--- src/rtl/core/tlfds_pkg.sv ---
// ----------------------------------------------------------------------------
// tlfds_pkg
// Shared types, field widths, command and register codes for the two-level
// filtered dot-product scorer.
// ----------------------------------------------------------------------------
package tlfds_pkg;

    // default sizes for the top level parameters
    localparam int MAX_ROW_LENGTH_DEF = 256;
    localparam int KEY_INDEX_BITS_DEF = 24;

    // field and register widths
    localparam int ELEM_W      = 16;
    localparam int PROD_W      = 32;
    localparam int SUM_W       = 48;
    localparam int TEST_W      = 50;
    localparam int ROW_LEN_W   = 9;
    localparam int CPP_W       = 13;
    localparam int KEY_CNT_W   = 25;
    localparam int CHILD_IDX_W = 24;
    localparam int CFG_DATA_W  = 48;
    localparam int CFG_IDX_W   = 2;

    // result queue depth
    localparam int OUT_FIFO_DEPTH = 4;

    // saturation limit of the child counter
    localparam logic [CPP_W-1:0] CHILD_MAX = '1;

    // command codes
    localparam logic [1:0] CMD_QUERY  = 2'd0;
    localparam logic [1:0] CMD_PARENT = 2'd1;
    localparam logic [1:0] CMD_CHILD  = 2'd2;

    // configuration register indexes
    localparam logic [CFG_IDX_W-1:0] REG_THRESHOLD  = 2'd0;
    localparam logic [CFG_IDX_W-1:0] REG_ROW_LENGTH = 2'd1;
    localparam logic [CFG_IDX_W-1:0] REG_CHILDREN   = 2'd2;
    localparam logic [CFG_IDX_W-1:0] REG_KEY_COUNT  = 2'd3;

    // configuration reset values
    localparam logic signed [SUM_W-1:0] THRESHOLD_RST  = '0;
    localparam logic [ROW_LEN_W-1:0]    ROW_LENGTH_RST = 9'd128;
    localparam logic [CPP_W-1:0]        CHILDREN_RST   = 13'd1;
    localparam logic [KEY_CNT_W-1:0]    KEY_COUNT_RST  = 25'd16777216;

    // input item
    typedef struct packed {
        logic [1:0]              cmd;
        logic signed [ELEM_W-1:0] element;
        logic signed [SUM_W-1:0]  radius;
    } in_item_t;

    // result item
    typedef struct packed {
        logic [CHILD_IDX_W-1:0]  child_index;
        logic signed [SUM_W-1:0] score;
    } out_item_t;

endpackage

--- src/rtl/core/tlfds_out_fifo.sv ---
// ----------------------------------------------------------------------------
// tlfds_out_fifo
// Small result queue that decouples the scoring pipeline from the receiver.
// ----------------------------------------------------------------------------
module tlfds_out_fifo #(
    parameter int DEPTH = 4,
    localparam int PTR_W = (DEPTH > 1) ? $clog2(DEPTH) : 1,
    localparam int CNT_W = $clog2(DEPTH + 1)
) (
    input  logic                 aclk,
    input  logic                 aresetn,
    input  logic                 push,
    input  tlfds_pkg::out_item_t push_item,
    output logic                 m_valid,
    input  logic                 m_ready,
    output tlfds_pkg::out_item_t m_item,
    output logic [CNT_W-1:0]     count
);

    tlfds_pkg::out_item_t entry_reg [DEPTH];
    logic [PTR_W-1:0]     wr_ptr_reg, wr_ptr_next;
    logic [PTR_W-1:0]     rd_ptr_reg, rd_ptr_next;
    logic [CNT_W-1:0]     count_reg, count_next;
    logic                 pop;

    assign pop     = m_valid && m_ready;
    assign m_valid = (count_reg != '0);
    assign m_item  = entry_reg[rd_ptr_reg];
    assign count   = count_reg;

    // pointer and fill count update
    always_comb begin
        wr_ptr_next = wr_ptr_reg;
        rd_ptr_next = rd_ptr_reg;
        count_next  = count_reg;
        if (push) begin
            wr_ptr_next = (wr_ptr_reg == PTR_W'(DEPTH - 1)) ? '0 : wr_ptr_reg + 1'b1;
        end
        if (pop) begin
            rd_ptr_next = (rd_ptr_reg == PTR_W'(DEPTH - 1)) ? '0 : rd_ptr_reg + 1'b1;
        end
        if (push && !pop) begin
            count_next = count_reg + 1'b1;
        end else if (pop && !push) begin
            count_next = count_reg - 1'b1;
        end
    end

    always_ff @(posedge aclk) begin
        if (!aresetn) begin
            wr_ptr_reg <= '0;
            rd_ptr_reg <= '0;
            count_reg  <= '0;
        end else begin
            wr_ptr_reg <= wr_ptr_next;
            rd_ptr_reg <= rd_ptr_next;
            count_reg  <= count_next;
        end
    end

    // queue storage
    always_ff @(posedge aclk) begin
        if (push) begin
            entry_reg[wr_ptr_reg] <= push_item;
        end
    end

endmodule

--- config.mk ---
export PLATFORM = sky130hd
export DESIGN_NAME = tlfds_out_fifo
export DESIGN_NICKNAME = d
export VERILOG_FILES = /design/src/rtl/core/tlfds_pkg.sv /design/src/rtl/core/tlfds_out_fifo.sv
export SDC_FILE = /design/constraint.sdc
export NUM_CORES = 1
export LEC_CHECK = 0
export BUFFER_PORTS_ARGS = -buffer_cell sky130_fd_sc_hd__buf_4
export CORE_AREA = 3 3 148 150
export DETAILED_ROUTE_END_ITERATION = 12
export DIE_AREA = 0 0 151 153
export GPL_ROUTABILITY_DRIVEN = 0
export PLACE_DENSITY_LB_ADDON = 0.15
export SYNTH_ARGS = -nofsm -noshare
export SYNTH_HDL_FRONTEND = slang
export SYNTH_SLANG_ARGS = --single-unit
--- constraint.sdc ---
create_clock -name aclk -period 4.6 [get_ports aclk]
set_input_delay 0.46 -clock aclk [delete_from_list [all_inputs] [get_ports aclk]]
set_output_delay 0.46 -clock aclk [all_outputs]
set_load 0.05 [all_outputs]
==> flow_summary.ini <==
[floorplanning]
fp.dieW_um = 151
core-area_um2 = 20800
ioPinCount = 152
row_count = 53
die_h_um = 153
start_util = 0.524
die_area_um2 = 23100

[logic_synthesis]
muxShareOfSynthArea = 0.152
synth-seq-cells = 297
synth_fp_nets = 504
yosysTopAreaCellShare = 0.792
synth_edf_count = 288
synthSimpleGateAreaFrac = 0.00802
synth_top_cell_by_area = edfxtp_1
yosysSeqAreaShare = 0.809
synth_area_leaders = edfxtp_1 79%, mux4_2 14%, dfxtp_1 1.7%
synth_compound_area_frac = 0.00275
synth_common_cells = 288 x edfxtp_1, 70 x mux4_2, 9 x dfxtp_1
synth_ff_type = edfxtp_1
avgSynthCellArea_um2 = 25.9
synth_area_um2 = 10900
synth_most_common_cell = edfxtp_1
synth_top_family_by_area = multiplexers
yosysUniqueCellTypes = 23
synthXorXnorAreaFrac = 0.00160
synth_adder_area_share = 0.00871
yosysWarningCount = 0
synth-async-reset-ratio = 0
synth_cells = 421

[clock_tree]
hold_buffers = 0
cts_buffers = 29
clk_pin_slew_ns = 0.07
cts_root_buf = clkbuf_16
postCtsSetupBuffers = 0
clk-insertion-delay-late_ns = 0.53
htreeDepth = 1
cts_sinks = 297
cts_buffer_depth = 3
cts_tree = yes
cts.repair.resized = 0

[global_routing]
grt_pass1_wl_um = 30000
grt_usage = 0.169
grt_max_degree = 73
grt_use_met3 = 0.0418
use_met1 = 0.223
grt.busiest_layer = met2
grt_pass1_vias = 5416
antenna_found_initial = 0
gr-total-overflow = 0
met2_usage = 0.286

[detailed_routing]
first_pass_iters = 4
via_count = 4879
drt_iter0_drc = 221
drc_errors = 0
routed_wl_um = 19300
wl_per_cell_um = 21.8
viasPerCell = 5.49
ant_nets = 0

[pwr]
ir_worst_vdd_mv = 0.383
leakagePower_nw = 4.47
powerDensity_nw_per_um2 = 588
power_mw = 7.78

[timing]
max_freq_ghz = 0.314
timing.final.ws_setup_ns = 1.41
tns_ns = 0
hold_ws_ns = 0.123
rsz0062_at_grt = false
hold_violations = 0
fin_skew_ns = 0.00808
fin_crit_ns = 3.19
slew_headroom = 0.250
tightest_slew_ns = 1.13
slew_violations = 0
finalCritPeriodShare = 0.693
finalSetupViolCount = 0

[worst_setup_path]
crit_required_ns = 4.14
cp_max_fo = 48
critPathArrivalTime_ns = 2.73
crit_type = flop to primary output
worstSetupEndpointType = primary output
r2r_start = count[1]$_SDFFE_PN0P_
start_kind = flop

[place]
post-place-ws_ns = 1.85
dp_cells = 835
hpwl_um = 11200
portBuffers = 151

[cells_and_area]
register_area_um2 = 8840
layout.nets = 674
area_growth_pct = 21.2
multi_input_area_um2 = 1900
fin_cells = 889
largest_reg_flops = 288
drive_above_1_share = 0.453
fillers = 1442
antennaDiodeCount = 0

[min_path]
hp-start = push_item[61]
min_path_type = input pin to flop

[run_status]
status = completed

[run]
cap_violations = 0
==> cell usage in the layout, fill, tap and decap left out <==
cell / synthesis / routed
clkinv_1: 0 / 4
mux2i_1: 3 / 3
mux4_2: 70 / 70
clkinvlp_4: 0 / 3
clkbuf_1: 1 / 3
buf_4: 0 / 155
or3_1: 2 / 2
inv_6: 0 / 1
and2_1: 5 / 1
dfxtp_4: 0 / 2
dfxtp_1: 9 / 7
inv_8: 0 / 1
ha_1: 6 / 6
clkinv_2: 0 / 8
nand3_1: 2 / 2
inv_1: 3 / 3
nand2_1: 2 / 2
and2_4: 0 / 4
o31ai_1: 1 / 1
nor2_1: 2 / 2
clkbuf_16: 0 / 29
nor2b_1: 3 / 3
edfxtp_1: 288 / 288
a21boi_0: 1 / 1
xnor2_1: 1 / 1
o21ai_0: 3 / 3
fa_1: 1 / 1
xor2_1: 1 / 1
mux4_1: 2 / 2
bufinv_16: 0 / 5
==> cells by family (layout without fill, tap and decap cells) <==
| logic type | after synthesis | in the layout |
|---|---|---|
| xor gates and xnor gates | 2 | 2 |
| DFF | 297 | 297 |
| muxes | 75 | 75 |
| adders and majority gates | 7 | 7 |
| and+or+nand+nor | 16 | 16 |
| AOI/OAI and AO/OA | 5 | 5 |
| buffers and inverters | 19 | 212 |
==> area by class of cell <==
class                   instances  area share
clock buffers                  32      0.0557
inverters                       3    0.000851
multi-input cells             105       0.143
repair buffers                155      0.0879
well taps                     275      0.0260
clock inverters                22      0.0187
flip-flops and latches        297       0.667
==> through the flow <==
stage | utilization | area (µm²)
finish | 0.636 | 13200
global route | 0.636 | 13200
CTS | 0.636 | 13200
detailed placement | 0.589 | 12300
global placement | 0.589 | 12300
floorplan | - | 10900
==> path summary, 6_finish.rpt <==
check        slack (ns)                    endpoint  depth (start not counted)
min                0.12  entry_reg[0][61]$_DFFE_PP_                          1
min reg2reg        0.55                        flop                          2
max reg2reg        2.12       count[2]$_SDFFE_PN0P_                          7
max                1.41                  m_item[35]                          3
==> worst max-delay path: stages (launching register included) <==
cell	delay (ns)
dfxtp_4	0.99
buf_4	0.44
mux4_2	0.55
buf_4	0.21
==> layer usage <==
layer  share of wire  routed length (µm)
met1            0.39                7580
met2            0.52               10100
met3           0.064                1240
met4           0.024                 458
met5               0                   0
==> report_power, final <==
group	total, mW	switching (mW)	internal, mW
logic	2.07	1.28	0.795
registers	3.31	0.195	3.12
clock network	2.40	0.956	1.44
Power figures use the tool's default switching activity.
